===== config.mk =====
export PLATFORM = sky130hd
export DESIGN_NAME = resp_request_parser_top
export DESIGN_NICKNAME = d
export VERILOG_FILES = /design/src/rtl/rrp_pkg.sv /design/src/rtl/resp_request_parser_top.sv /design/src/rtl/rrp_parser.sv /design/src/rtl/rrp_out_reg.sv
export SDC_FILE = /design/constraint.sdc
export NUM_CORES = 1
export LEC_CHECK = 0
export ABC_AREA = 1
export BUFFER_PORTS_ARGS = -buffer_cell sky130_fd_sc_hd__buf_2
export CAP_MARGIN = 20
export CORE_ASPECT_RATIO = 1.2
export CORE_MARGIN = 2
export CORE_UTILIZATION = 50
export CTS_CLUSTER_DIAMETER = 40
export DETAILED_ROUTE_END_ITERATION = 6
export PLACE_DENSITY = 0.7
export SKIP_CTS_REPAIR_TIMING = 1
export SLEW_MARGIN = 20
export SYNTH_ARGS = -nofsm -noshare
export SYNTH_HDL_FRONTEND = slang
export SYNTH_SLANG_ARGS = --single-unit

===== constraint.sdc =====
create_clock -name clock -period 6 [get_ports clock]
set_input_delay 0 -clock clock [delete_from_list [all_inputs] [get_ports clock]]
set_output_delay 0 -clock clock [all_outputs]
set_load 0.02 [all_outputs]

===== src/rtl/rrp_pkg.sv =====
// shared types and constants for the resp request parser
package rrp_pkg;

   localparam int unsigned MAX_REQUEST_BYTES = 1048576;
   localparam int unsigned MAX_ARGS          = 1024;
   localparam int unsigned NUM_CAP  = (MAX_REQUEST_BYTES > MAX_ARGS) ? MAX_REQUEST_BYTES
                                                                     : MAX_ARGS;
   localparam int unsigned CNT_SAT  = MAX_REQUEST_BYTES + 1;

   // widths fixed by the result fields
   localparam int unsigned KIND_W = 2;
   localparam int unsigned IDX_W  = 10;
   localparam int unsigned LEN_W  = 21;
   localparam int unsigned ERR_W  = 3;

   // internal widths
   localparam int unsigned MAG_W  = $clog2(NUM_CAP + 1);
   localparam int unsigned CNT_W  = $clog2(CNT_SAT + 1);
   localparam int unsigned ARGS_W = $clog2(MAX_ARGS + 1);
   localparam int unsigned SUM_W  = ((CNT_W > MAG_W) ? CNT_W : MAG_W) + 1;

   localparam logic [7:0] CH_STAR  = 8'h2a;
   localparam logic [7:0] CH_DOLLAR = 8'h24;
   localparam logic [7:0] CH_MINUS = 8'h2d;
   localparam logic [7:0] CH_ZERO  = 8'h30;
   localparam logic [7:0] CH_NINE  = 8'h39;
   localparam logic [7:0] CH_CR    = 8'h0d;
   localparam logic [7:0] CH_LF    = 8'h0a;

   typedef enum logic [3:0] {
      PH_IDLE   = 4'd0,
      PH_CNT    = 4'd1,
      PH_CNT_LF = 4'd2,
      PH_MARK   = 4'd3,
      PH_LEN    = 4'd4,
      PH_LEN_LF = 4'd5,
      PH_PAY    = 4'd6,
      PH_PAY_CR = 4'd7,
      PH_PAY_LF = 4'd8,
      PH_ERR    = 4'd9
   } phase_type;

   typedef enum logic [KIND_W-1:0] {
      KIND_PAYLOAD = 2'd0,
      KIND_ARG_END = 2'd1,
      KIND_ERROR   = 2'd2
   } kind_type;

   typedef enum logic [ERR_W-1:0] {
      ERR_NO_ARRAY  = 3'd0,
      ERR_BAD_COUNT = 3'd1,
      ERR_NO_BULK   = 3'd2,
      ERR_BAD_LEN   = 3'd3,
      ERR_NO_CRLF   = 3'd4,
      ERR_TOO_LARGE = 3'd5
   } err_type;

   typedef struct packed {
      logic             negative;
      logic [MAG_W-1:0] magnitude;
      logic             overflow;
      logic             bad;
      logic             empty;
   } num_line_type;

   localparam num_line_type LINE_START = '{negative: 1'b0, magnitude: '0,
                                           overflow: 1'b0, bad: 1'b0, empty: 1'b1};

   typedef struct packed {
      kind_type         kind;
      logic [7:0]       payload_byte;
      logic [IDX_W-1:0] arg_index;
      logic [LEN_W-1:0] arg_length;
      logic             request_done;
      logic [LEN_W-1:0] consumed;
      err_type          error_code;
   } rsp_item_type;

endpackage


===== src/rtl/resp_request_parser_top.sv =====
// path: an accepted request byte passes the input register, the parser step and then the result register
// throughput: one request byte per cycle while no stalled result holds the flow, set by the parser step
// between the input register and the result register
// a stalled result holds the parser step, and the input register then stalls the sender
// reset (synchronous, active high) empties both registers and returns the parser to idle
module resp_request_parser_top (
   input  logic                      clock,
   input  logic                      reset,
   input  logic                      req_valid,
   output logic                      req_stall,
   input  logic [7:0]                req_rx_byte,
   input  logic                      req_clear,
   output logic                      rsp_valid,
   input  logic                      rsp_stall,
   output logic [rrp_pkg::KIND_W-1:0] rsp_kind,
   output logic [7:0]                rsp_payload_byte,
   output logic [rrp_pkg::IDX_W-1:0] rsp_arg_index,
   output logic [rrp_pkg::LEN_W-1:0] rsp_arg_length,
   output logic                      rsp_request_done,
   output logic [rrp_pkg::LEN_W-1:0] rsp_consumed,
   output logic [rrp_pkg::ERR_W-1:0] rsp_error_code
);
   import rrp_pkg::*;

   logic         in_valid_ff, in_valid_in;
   logic [7:0]   in_byte_ff;
   logic         in_clear_ff;
   logic         accept, advance, free;
   logic         res_valid;
   rsp_item_type res, rsp_item;

   assign advance   = in_valid_ff && free;
   assign req_stall = in_valid_ff && !free;
   assign accept    = req_valid && !req_stall;

   always_comb begin
      in_valid_in = in_valid_ff;
      if (accept) begin
         in_valid_in = 1'b1;
      end else if (advance) begin
         in_valid_in = 1'b0;
      end
   end

   always_ff @(posedge clock) begin
      if (reset) begin
         in_valid_ff <= 1'b0;
      end else begin
         in_valid_ff <= in_valid_in;
      end
   end

   always_ff @(posedge clock) begin
      if (accept) begin
         in_byte_ff  <= req_rx_byte;
         in_clear_ff <= req_clear;
      end
   end

   rrp_parser u_parser (
      .clock     (clock),
      .reset     (reset),
      .step      (advance),
      .rx_byte   (in_byte_ff),
      .clear     (in_clear_ff),
      .res_valid (res_valid),
      .res       (res)
   );

   rrp_out_reg u_out_reg (
      .clock     (clock),
      .reset     (reset),
      .load      (advance && res_valid),
      .item      (res),
      .rsp_stall (rsp_stall),
      .free      (free),
      .rsp_valid (rsp_valid),
      .rsp_item  (rsp_item)
   );

   assign rsp_kind         = rsp_item.kind;
   assign rsp_payload_byte = rsp_item.payload_byte;
   assign rsp_arg_index    = rsp_item.arg_index;
   assign rsp_arg_length   = rsp_item.arg_length;
   assign rsp_request_done = rsp_item.request_done;
   assign rsp_consumed     = rsp_item.consumed;
   assign rsp_error_code   = rsp_item.error_code;

endmodule


===== src/rtl/rrp_parser.sv =====
// parser state registers and the per-byte next-state and result logic
module rrp_parser (
   input  logic                 clock,
   input  logic                 reset,
   input  logic                 step,
   input  logic [7:0]           rx_byte,
   input  logic                 clear,
   output logic                 res_valid,
   output rrp_pkg::rsp_item_type res
);
   import rrp_pkg::*;

   localparam logic [MAG_W-1:0] NUM_CAP_M   = MAG_W'(NUM_CAP);
   localparam logic [MAG_W-1:0] MAX_ARGS_M  = MAG_W'(MAX_ARGS);
   localparam logic [MAG_W-1:0] MAX_REQ_M   = MAG_W'(MAX_REQUEST_BYTES);
   localparam logic [CNT_W-1:0] CNT_SAT_C   = CNT_W'(CNT_SAT);
   localparam logic [SUM_W-1:0] MAX_REQ_S   = SUM_W'(MAX_REQUEST_BYTES);

   phase_type        phase_ff, phase_in;
   num_line_type     line_ff, line_in;
   logic [ARGS_W-1:0] args_left_ff, args_left_in;
   logic [IDX_W-1:0] current_arg_ff, current_arg_in;
   logic [LEN_W-1:0] payload_left_ff, payload_left_in;
   logic [LEN_W-1:0] arg_len_held_ff, arg_len_held_in;
   logic [CNT_W-1:0] byte_count_ff, byte_count_in;

   // one non-cr character into the number line
   function automatic num_line_type line_char(num_line_type cur, logic [7:0] b);
      num_line_type   nxt;
      logic [MAG_W+3:0] m;
      nxt = cur;
      m   = '0;
      if (b >= CH_ZERO && b <= CH_NINE) begin
         nxt.empty = 1'b0;
         if (!cur.overflow) begin
            m = (MAG_W+4)'({cur.magnitude, 3'b000}) + (MAG_W+4)'({cur.magnitude, 1'b0})
                + (MAG_W+4)'(b - CH_ZERO);
            if (m > (MAG_W+4)'(NUM_CAP_M)) begin
               nxt.overflow  = 1'b1;
               nxt.magnitude = NUM_CAP_M;
            end else begin
               nxt.magnitude = m[MAG_W-1:0];
            end
         end
      end else if (b == CH_MINUS && cur.empty && !cur.negative && !cur.bad) begin
         nxt.negative = 1'b1;
      end else begin
         nxt.bad = 1'b1;
      end
      return nxt;
   endfunction

   logic [CNT_W-1:0]  bc_inc;
   logic              line_ok;
   num_line_type      line_tmp;
   logic [SUM_W-1:0]  total;
   logic [LEN_W-1:0]  pl_dec;
   logic [ARGS_W-1:0] al_dec;

   always_comb begin
      bc_inc   = (byte_count_ff < CNT_SAT_C) ? byte_count_ff + 1'b1 : byte_count_ff;
      line_ok  = !line_ff.bad && !line_ff.empty && !line_ff.overflow;
      total    = SUM_W'(bc_inc) + SUM_W'(line_ff.magnitude) + SUM_W'(2);
      pl_dec   = (payload_left_ff != '0) ? payload_left_ff - 1'b1 : payload_left_ff;
      al_dec   = (args_left_ff != '0) ? args_left_ff - 1'b1 : args_left_ff;
      line_tmp = line_ff;

      phase_in        = phase_ff;
      line_in         = line_ff;
      args_left_in    = args_left_ff;
      current_arg_in  = current_arg_ff;
      payload_left_in = payload_left_ff;
      arg_len_held_in = arg_len_held_ff;
      byte_count_in   = byte_count_ff;

      res_valid      = 1'b0;
      res            = '0;
      res.arg_index  = current_arg_ff;

      if (clear) begin
         phase_in        = PH_IDLE;
         line_in         = LINE_START;
         args_left_in    = '0;
         current_arg_in  = '0;
         payload_left_in = '0;
         arg_len_held_in = '0;
         byte_count_in   = '0;
      end else begin
         unique case (phase_ff) inside
            PH_IDLE: begin
               line_in         = LINE_START;
               args_left_in    = '0;
               current_arg_in  = '0;
               payload_left_in = '0;
               arg_len_held_in = '0;
               byte_count_in   = '0;
               if (rx_byte != CH_STAR) begin
                  phase_in       = PH_ERR;
                  res_valid      = 1'b1;
                  res.kind       = KIND_ERROR;
                  res.arg_index  = '0;
                  res.error_code = ERR_NO_ARRAY;
               end else begin
                  byte_count_in = CNT_W'(1);
                  phase_in      = PH_CNT;
               end
            end
            PH_CNT, PH_LEN: begin
               byte_count_in = bc_inc;
               if (rx_byte == CH_CR) begin
                  phase_in = (phase_ff == PH_CNT) ? PH_CNT_LF : PH_LEN_LF;
               end else begin
                  line_in = line_char(line_ff, rx_byte);
               end
            end
            PH_CNT_LF, PH_LEN_LF: begin
               byte_count_in = bc_inc;
               if (rx_byte != CH_LF) begin
                  line_tmp.bad = 1'b1;
                  // a stray character resumes the line, a second cr keeps waiting
                  if (rx_byte != CH_CR) begin
                     line_tmp = line_char(line_tmp, rx_byte);
                     phase_in = (phase_ff == PH_CNT_LF) ? PH_CNT : PH_LEN;
                  end
                  line_in = line_tmp;
               end else if (phase_ff == PH_CNT_LF) begin
                  if (!line_ok || line_ff.negative || line_ff.magnitude == '0
                      || line_ff.magnitude > MAX_ARGS_M) begin
                     phase_in       = PH_ERR;
                     res_valid      = 1'b1;
                     res.kind       = KIND_ERROR;
                     res.error_code = ERR_BAD_COUNT;
                  end else if (SUM_W'(bc_inc) > MAX_REQ_S) begin
                     phase_in       = PH_ERR;
                     res_valid      = 1'b1;
                     res.kind       = KIND_ERROR;
                     res.error_code = ERR_TOO_LARGE;
                  end else begin
                     args_left_in   = ARGS_W'(line_ff.magnitude);
                     current_arg_in = '0;
                     phase_in       = PH_MARK;
                  end
               end else begin
                  // minus zero is a valid empty length
                  if (!line_ok || (line_ff.negative && line_ff.magnitude != '0)
                      || line_ff.magnitude > MAX_REQ_M) begin
                     phase_in       = PH_ERR;
                     res_valid      = 1'b1;
                     res.kind       = KIND_ERROR;
                     res.error_code = ERR_BAD_LEN;
                  end else if (total > MAX_REQ_S) begin
                     phase_in       = PH_ERR;
                     res_valid      = 1'b1;
                     res.kind       = KIND_ERROR;
                     res.error_code = ERR_TOO_LARGE;
                  end else begin
                     payload_left_in = LEN_W'(line_ff.magnitude);
                     arg_len_held_in = LEN_W'(line_ff.magnitude);
                     phase_in = (line_ff.magnitude == '0) ? PH_PAY_CR : PH_PAY;
                  end
               end
            end
            PH_MARK: begin
               byte_count_in = bc_inc;
               if (rx_byte != CH_DOLLAR) begin
                  phase_in       = PH_ERR;
                  res_valid      = 1'b1;
                  res.kind       = KIND_ERROR;
                  res.error_code = ERR_NO_BULK;
               end else begin
                  line_in  = LINE_START;
                  phase_in = PH_LEN;
               end
            end
            PH_PAY: begin
               byte_count_in   = bc_inc;
               payload_left_in = pl_dec;
               if (pl_dec == '0) begin
                  phase_in = PH_PAY_CR;
               end
               res_valid        = 1'b1;
               res.kind         = KIND_PAYLOAD;
               res.payload_byte = rx_byte;
            end
            PH_PAY_CR: begin
               byte_count_in = bc_inc;
               line_in.bad   = (rx_byte != CH_CR);
               phase_in      = PH_PAY_LF;
            end
            PH_PAY_LF: begin
               byte_count_in = bc_inc;
               if (line_ff.bad || rx_byte != CH_LF) begin
                  phase_in       = PH_ERR;
                  res_valid      = 1'b1;
                  res.kind       = KIND_ERROR;
                  res.error_code = ERR_NO_CRLF;
               end else begin
                  res_valid      = 1'b1;
                  res.kind       = KIND_ARG_END;
                  res.arg_length = arg_len_held_ff;
                  if (al_dec == '0) begin
                     res.request_done = 1'b1;
                     res.consumed     = LEN_W'(bc_inc);
                     phase_in         = PH_IDLE;
                     line_in          = LINE_START;
                     args_left_in     = '0;
                     current_arg_in   = '0;
                     payload_left_in  = '0;
                     arg_len_held_in  = '0;
                     byte_count_in    = '0;
                  end else begin
                     args_left_in   = al_dec;
                     current_arg_in = current_arg_ff + 1'b1;
                     phase_in       = PH_MARK;
                  end
               end
            end
            default: begin
               // error phase: bytes are dropped until clear
            end
         endcase
      end
   end

   always_ff @(posedge clock) begin
      if (reset) begin
         phase_ff        <= PH_IDLE;
         line_ff         <= LINE_START;
         args_left_ff    <= '0;
         current_arg_ff  <= '0;
         payload_left_ff <= '0;
         arg_len_held_ff <= '0;
         byte_count_ff   <= '0;
      end else if (step) begin
         phase_ff        <= phase_in;
         line_ff         <= line_in;
         args_left_ff    <= args_left_in;
         current_arg_ff  <= current_arg_in;
         payload_left_ff <= payload_left_in;
         arg_len_held_ff <= arg_len_held_in;
         byte_count_ff   <= byte_count_in;
      end
   end

endmodule


===== src/rtl/rrp_out_reg.sv =====
// result register holding one response item until the consumer takes it
module rrp_out_reg (
   input  logic                  clock,
   input  logic                  reset,
   input  logic                  load,
   input  rrp_pkg::rsp_item_type item,
   input  logic                  rsp_stall,
   output logic                  free,
   output logic                  rsp_valid,
   output rrp_pkg::rsp_item_type rsp_item
);
   import rrp_pkg::*;

   logic         valid_ff, valid_in;
   rsp_item_type item_ff;

   // slot can take a new item when empty or being drained this cycle
   assign free = !valid_ff || !rsp_stall;

   always_comb begin
      valid_in = valid_ff;
      if (load) begin
         valid_in = 1'b1;
      end else if (!rsp_stall) begin
         valid_in = 1'b0;
      end
   end

   always_ff @(posedge clock) begin
      if (reset) begin
         valid_ff <= 1'b0;
      end else begin
         valid_ff <= valid_in;
      end
   end

   always_ff @(posedge clock) begin
      if (load) begin
         item_ff <= item;
      end
   end

   assign rsp_valid = valid_ff;
   assign rsp_item  = item_ff;

endmodule

# After elaboration in Yosys (flattened, before gate mapping)
# Index checks and enable logic that the tools add are counted.
totals:
  regBits: 190
  output_inout_bits: 68
  wordCells: 244
op_classes:
  addsub: 9
  magnitude_cmp: 8
  n_eq_ne: 35
  mux: 110
  bitwise: 3
  n_reduce_logical: 57
op_table:
  columns: ["cell", "count"]
  rows:
  - ["$mux W21", 14]
  - ["$mux W25", 6]
  - ["$pmux W21 S3", 2]
  - ["$pmux W23 S5", 1]
  - ["$mux W10", 9]
  - ["$mux W11", 8]
  - ["$mux W43", 2]
  - ["$pmux W21 S4", 1]
  - ["$mux W22", 3]
  - ["$mux W56", 1]
  - ["$mux W4", 13]
  - ["$gt A21 B21 Y1 const B", 2]
  - ["$logic_not A21 Y1", 2]
  - ["$reduce_bool A21 Y1", 2]
  - ["$ne A3 B3 Y1 const B", 13]
  - ["$pmux W11 S3", 1]
  - ["$pmux W10 S3", 1]
  - ["$pmux W4 S7", 1]
  - ["$mux W3", 9]
  - ["$add A24 B22 Y25", 1]
  - ["$add A25 B25 Y25", 1]
  - ["$gt A25 B21 Y1 const B", 1]
  - ["$mux W24", 1]
  - ["$reduce_and A8 Y1", 3]
  - ["other kinds (52)", 124]

# Logic depth before layout (Yosys ltp)
depth:
  word_depth: 14
  ltp_mapped: 36

# Cells and area by module
# From an unflattened synthesis, not the netlist that was laid out.
unflattened:
  hier_cells: 2131
  hier_area_um2: 14159.8
by_module_without_submodules:
  columns: ["mod", "n_inst", "cells_each", "area_each_um2", "seq_area_each_um2"]
  rows:
  - ["rrp_parser", 1, 2041, 11805.1, 2262.2]
  - ["rrp_out_reg", 1, 70, 2020.7, 2001.9]
  - ["resp_request_parser_top", 1, 20, 334.1, 290.3]

# Worst setup path before layout
# Ideal clock, no wire load.
synth_timing:
  path_kind: "register to register"
  start: "register u_parser.byte_count_ff[0]"
  end: "register u_out_reg.item_ff (netlist bit u_out_reg.rsp_item[0]), enable pin"
  arrival_ns: 4.454
  required_time_ns: 5.580
  setup_slack_ns: 1.126
  stages_incl_launch_ff: 28
  synth_period_minus_slack_ns: 4.874
  path_cell_list: "dfxtp_1 ha_1 nand3_1 inv_1 nand3_1 xor2_1 nand2_1 nand2_1 inv_1 ha_1 ha_1 nand2_1 nor2_1 nand2_1 nand3b_1 nand3_1 nand2_1 nand2_1 inv_1 nand2_1 nor2_1 nand2_1 nand2_1 nand2_1 nand3_1 nand3_1 nand2_1 inv_1"
synth_between:
  elab_chain_len: 12
  elab_cells_between_ends: 16
  classes_between: "add/sub: 3; order compare: 3; mux: 9; reduce/logical: 1"
synth_rtl:
  columns: ["item", "line_no", "source"]
  rows:
  - ["start, declared", "rrp_parser.sv:25", "logic [CNT_W-1:0] byte_count_ff, byte_count_in;"]
  - ["start signal, assigned", "rrp_parser.sv:241", "byte_count_ff <= byte_count_in;"]
  - ["$add A21 B1 Y21 / $lt A21 B21 Y1 (equally long branches)", "rrp_parser.sv:61", "bc_inc = (byte_count_ff < CNT_SAT_C) ? byte_count_ff + 1'b1 : byte_count_ff;"]
  - ["$mux W21 *", "rrp_parser.sv:61", null]
  - ["named net u_parser.bc_inc[12]", "rrp_parser.sv:53", "logic [CNT_W-1:0] bc_inc;"]
  - ["$add A21 B21 Y22", "rrp_parser.sv:63", "total = SUM_W'(bc_inc) + SUM_W'(line_ff.magnitude) + SUM_W'(2);"]
  - ["$add A22 B2 Y22", "rrp_parser.sv:63", null]
  - ["$gt A22 B21 Y1", "rrp_parser.sv:151", "end else if (total > MAX_REQ_S) begin"]
  - ["$mux W1", "rrp_parser.sv:151", null]
  - ["$mux W1", "rrp_parser.sv:145", "if (!line_ok || (line_ff.negative && line_ff.magnitude != '0)"]
  - ["$mux W1 *", "rrp_parser.sv:126", "end else if (phase_ff == PH_CNT_LF) begin"]
  - ["$mux W1 *", "rrp_parser.sv:118", "if (rx_byte != CH_LF) begin"]
  - ["$pmux W1 S4 *", "rrp_parser.sv:89", "unique case (phase_ff) inside"]
  - ["$mux W1 *", "rrp_parser.sv:80", "if (clear) begin"]
  - ["$logic_and A1 B1 Y1 *", "resp_request_parser_top.sv:73", ".load (advance && res_valid),"]
  - ["named net u_out_reg.load", "rrp_out_reg.sv:5", "input logic load,"]
  - ["end signal, assigned", "rrp_out_reg.sv:39", "item_ff <= item;"]
  - ["end, declared", "rrp_out_reg.sv:15", "rsp_item_type item_ff;"]
# Mark *: on every way through the listed nets, which the timed path passes. The rest lies on a longest branch.
# A chain may end at the register's enable or synchronous reset.

# Worst setup path after layout
layout_timing:
  start: "register u_parser.byte_count_ff[0]"
  end: "register u_parser.arg_len_held_ff[14]"
layout_between:
  elab_chain_len: 7
  elab_cells_between_ends: 8
  classes_between: "add/sub: 3; order compare: 2; eq/ne: 1; mux: 1; reduce/logical: 1"
layout_rtl:
  columns: ["item", "line_no", "source"]
  rows:
  - ["$add A21 B1 Y21 / $lt A21 B21 Y1 (equally long branches)", "rrp_parser.sv:61", null]
  - ["$mux W21 *", "rrp_parser.sv:61", null]
  - ["named net u_parser.bc_inc[8]", "rrp_parser.sv:53", null]
  - ["$add A21 B21 Y22 *", "rrp_parser.sv:63", null]
  - ["$add A22 B2 Y22 *", "rrp_parser.sv:63", null]
  - ["$gt A22 B21 Y1 *", "rrp_parser.sv:151", null]
  - ["$ne A3 B3 Y1 (no line) *", null, null]
  - ["$reduce_and A8 Y1 (no line) *", null, null]
  - ["end signal, assigned", "rrp_parser.sv:240", "arg_len_held_ff <= arg_len_held_in;"]
  - ["end, declared", "rrp_parser.sv:24", "logic [LEN_W-1:0] arg_len_held_ff, arg_len_held_in;"]
# Marked as above.

==> metrics <==
Crit path largest cell delay=0.48 ns; worst vdd ir=0.186 mV; routed wl met2=20.9 mm; reg2reg start=u_parser.byte_count_ff[0]; drt wl/cell=15.8 um; fmax=192 MHz; clock sink count=190; Worst Max-Slew Pin Slew=0.991 ns; CP Data Arrival Time=5.55 ns; Critical Path Start Type=flip-flop; Yosys cell types=53; Slew Limit Headroom=34.0%; commonest non-fill, non-tap cell in the layout=nand2_1; detailed-route wire length=42.2 mm; Required @ worst endpoint=6.34 ns; Placed Instance Area=15,100 um2; Net Count, Synth=2,316; final hold viol count=0; Met3 Wirelength=1.88 mm; Initial DRC Count=1,243; Pwr Density=181 nW/um2; hold slack=0.272 ns; vias per cell=5.37; R2R Setup Slk=0.79 ns; Synth Register Bits=190; initial core utilization=50.5%; sequential power share=48.9%; row cnt=68; io pins=81; clk_skew=0.0197 ns; DPL Wire Length=32.8 mm; Ys Warns=0; Die Height=190 um; hold endpoint=in_byte_ff[7]; hold path start=req_rx_byte[7]; Slew Viols, Final=0; worst min path class=in -> reg; crit path max-delay cell type=dfxtp_1; fin area=15,800 um2; Max Buffers Root-to-Sink=2; core area=28,500 um2; top layer in use=met4; status=completed; initial antenna violation count=0; final antenna-violating net count=0; Int Power=0.00205 W; fin crit period=5.21 ns; CTS tree=yes; Final WS setup=0.788 ns; Vias=14,347; Leak=7.59 nW; Clk pin slew, worst setup/hold paths=0.08 ns; vias in the first global route=13,145; crit end category=flip-flop; leading cell types in the layout, fill and taps excluded=703 x nand2_1, 291 x inv_1, 274 x nor2_1, 169 x nand3_1, 145 x a21oi_1; final net count=2,383; sequential area share after synthesis=31.7%; final worst path period share=86.9%; Die Area=30,100 um2; switching power=0.000811 W; buffers added on ports=80; post-place setup slack=0.908 ns; global-route wire length before repair=67.0 mm; most used cell, CP=nand2_1; clock insertion delay at the later pin of the skew report=0.45 ns; TritonCTS buffer count=17; RD Place Congestion=0.998; Remaining DRCs=0; Met1 Wirelength=17.4 mm; largest net degree at the start of global routing=81; Finish-stage setup viols=0; Pre-antenna DRT Iters=5; Critical Path Fanout Max=22; max_cap viols=0; GRT Total Usage=27.6%; Avg Cell Area, Syn=6.51 um2; fillers=2,865; setup TNS=0 ns; H-Tree Level Count=4; Logic pwr share=12.9%; Clk pwr share=38.3%; area delta synth->final=9.75%; reg2reg end=u_parser.arg_len_held_ff[14]; die width=159 um; Crit path max-delay family=simple AND/OR/NAND/NOR gates; GRT overflow=0; Post-Syn Instances=2,208; CP bufs+invs=5; Sw Share=28.4%; hold depth=2; FF-to-FF path depth=30; clock root buffer master=clkbuf_16; RSZ-0062 raised after global routing=no; share of cells above drive strength 1=8.30%; Antenna diodes=0; Cell Area, Synth=14,400 um2; Crit Path Class=reg -> reg
## cell usage after synthesis, drive strengths merged
| library cell | instances | area share [%] |
|---|---|---|
| o21bai | 5 | 0.26 |
| a21oi | 153 | 5.5 |
| a31o | 1 | 0.061 |
| nor2 | 284 | 7.7 |
| and3 | 2 | 0.087 |
| nor3 | 46 | 1.8 |
| a221oi | 1 | 0.061 |
| fa | 21 | 2.9 |
| nand3b | 11 | 0.57 |
| clkbuf | 33 | 0.86 |
| o21a | 1 | 0.052 |
| or2 | 9 | 0.39 |
| a211oi | 3 | 0.16 |
| a32oi | 1 | 0.061 |
| a22oi | 1 | 0.052 |
| xnor2 | 6 | 0.37 |
| nand4 | 33 | 1.5 |
| inv | 304 | 8.0 |
| xor2 | 32 | 1.9 |
| a21boi | 2 | 0.10 |
| o21ai | 64 | 2.3 |
| nand2 | 722 | 19 |
| nand3 | 170 | 6.0 |
| clkinv | 1 | 0.026 |
| o211a | 1 | 0.070 |
| o211ai | 3 | 0.16 |
| nor4 | 8 | 0.35 |
| buf | 21 | 0.99 |
| dfxtp | 115 | 16 |
| and2 | 2 | 0.087 |
| nor3b | 1 | 0.052 |
| ha | 74 | 6.4 |
| o31ai | 2 | 0.10 |
| edfxtp | 75 | 16 |
## power groups by stage
stage	registers, W	logic (W)	clock network (W)
floorplan	0.00144	0.000248	0
global placement	0.00143	0.000351	0
detailed placement	0.00143	0.000355	0
CTS	0.00140	0.000357	0.00111
global route	0.00140	0.000411	0.00116
finish	0.00140	0.000368	0.00109
## area by class of cell
cell class                      instances  area, um2  area share (%)
Multi-Input combinational cell       1659       8410            53.3
Sequential cell                       190       4550            28.8
Inverter                              305       1150            7.30
Timing Repair Buffer                  102        631            3.99
Tap cell                              385        482            3.05
Clock buffer                           20        457            2.89
Clock inverter                         12        100           0.634
## registers in the layout, summed over array words and instances, names as in the netlist, 4 cells and up
name / count
u_parser.phase_ff: 4
u_out_reg.rsp_item: 66
u_parser.args_left_ff: 11
u_parser.payload_left_ff: 21
u_parser.byte_count_ff: 21
u_parser.arg_len_held_ff: 21
in_byte_ff: 8
u_parser.line_ff: 25
u_parser.current_arg_ff: 10
## layer usage
| layer | global-route usage (%) | vias to the layer above |
|---|---|---|
| met2 | 49.8 | 464 |
| li1 | - | 7199 |
| met4 | 13.7 | 0 |
| met5 | 0 | - |
| met3 | 2.88 | 126 |
| met1 | 32.9 | 6558 |
## worst reg2reg max path, delay by kind of cell (launching register included)
family,cells,cell delay (ns)
adders and majority gates,3,0.95
and+or+nand+nor,21,2.43
DFF,1,0.48
buffers and inverters,5,1.00
AOI/OAI and AO/OA,1,0.24
## cell families (layout without fill, tap and decap cells)
family / count (synthesis) / after routing / synth area share (%)
XOR/XNOR: 38 / 38 / 2.31
AND/OR/NAND/NOR: 1288 / 1288 / 37.9
AO/OA/AOI/OAI: 238 / 238 / 8.92
flip-flops: 190 / 190 / 31.7
adder cells (fa/ha/maj): 95 / 95 / 9.36
buffers and inverters: 359 / 439 / 9.86
## how the worst max path moves through the flow
stage | depth (start not counted) | to | slack, ns | startpoint
final | 30 | u_parser.arg_len_held_ff[14] | 0.79 | u_parser.byte_count_ff[0]
after global routing | 30 | u_parser.arg_len_held_ff[17] | 0.33 | u_parser.byte_count_ff[0]
after CTS | 27 | u_out_reg.rsp_item[47] | 0.91 | u_parser.byte_count_ff[0]
after detailed placement | 27 | u_out_reg.rsp_item[22] | 0.91 | u_parser.byte_count_ff[0]
after global placement | 27 | u_out_reg.rsp_item[19] | 0.89 | u_parser.byte_count_ff[0]
after floorplan | 27 | u_out_reg.rsp_item[0] | 1.13 | u_parser.byte_count_ff[0]
## metrics by stage
stage	utilization [%]	power [W]	instances
final	55.4	0.00286	2673
after global routing	55.4	0.00297	2673
after CTS	54.8	0.00286	2659
after detailed placement	52.9	0.00178	2627
after global placement	52.9	0.00178	2627
after floorplan	-	0.00169	2208
No activity file was read; power rests on OpenSTA's default activity.
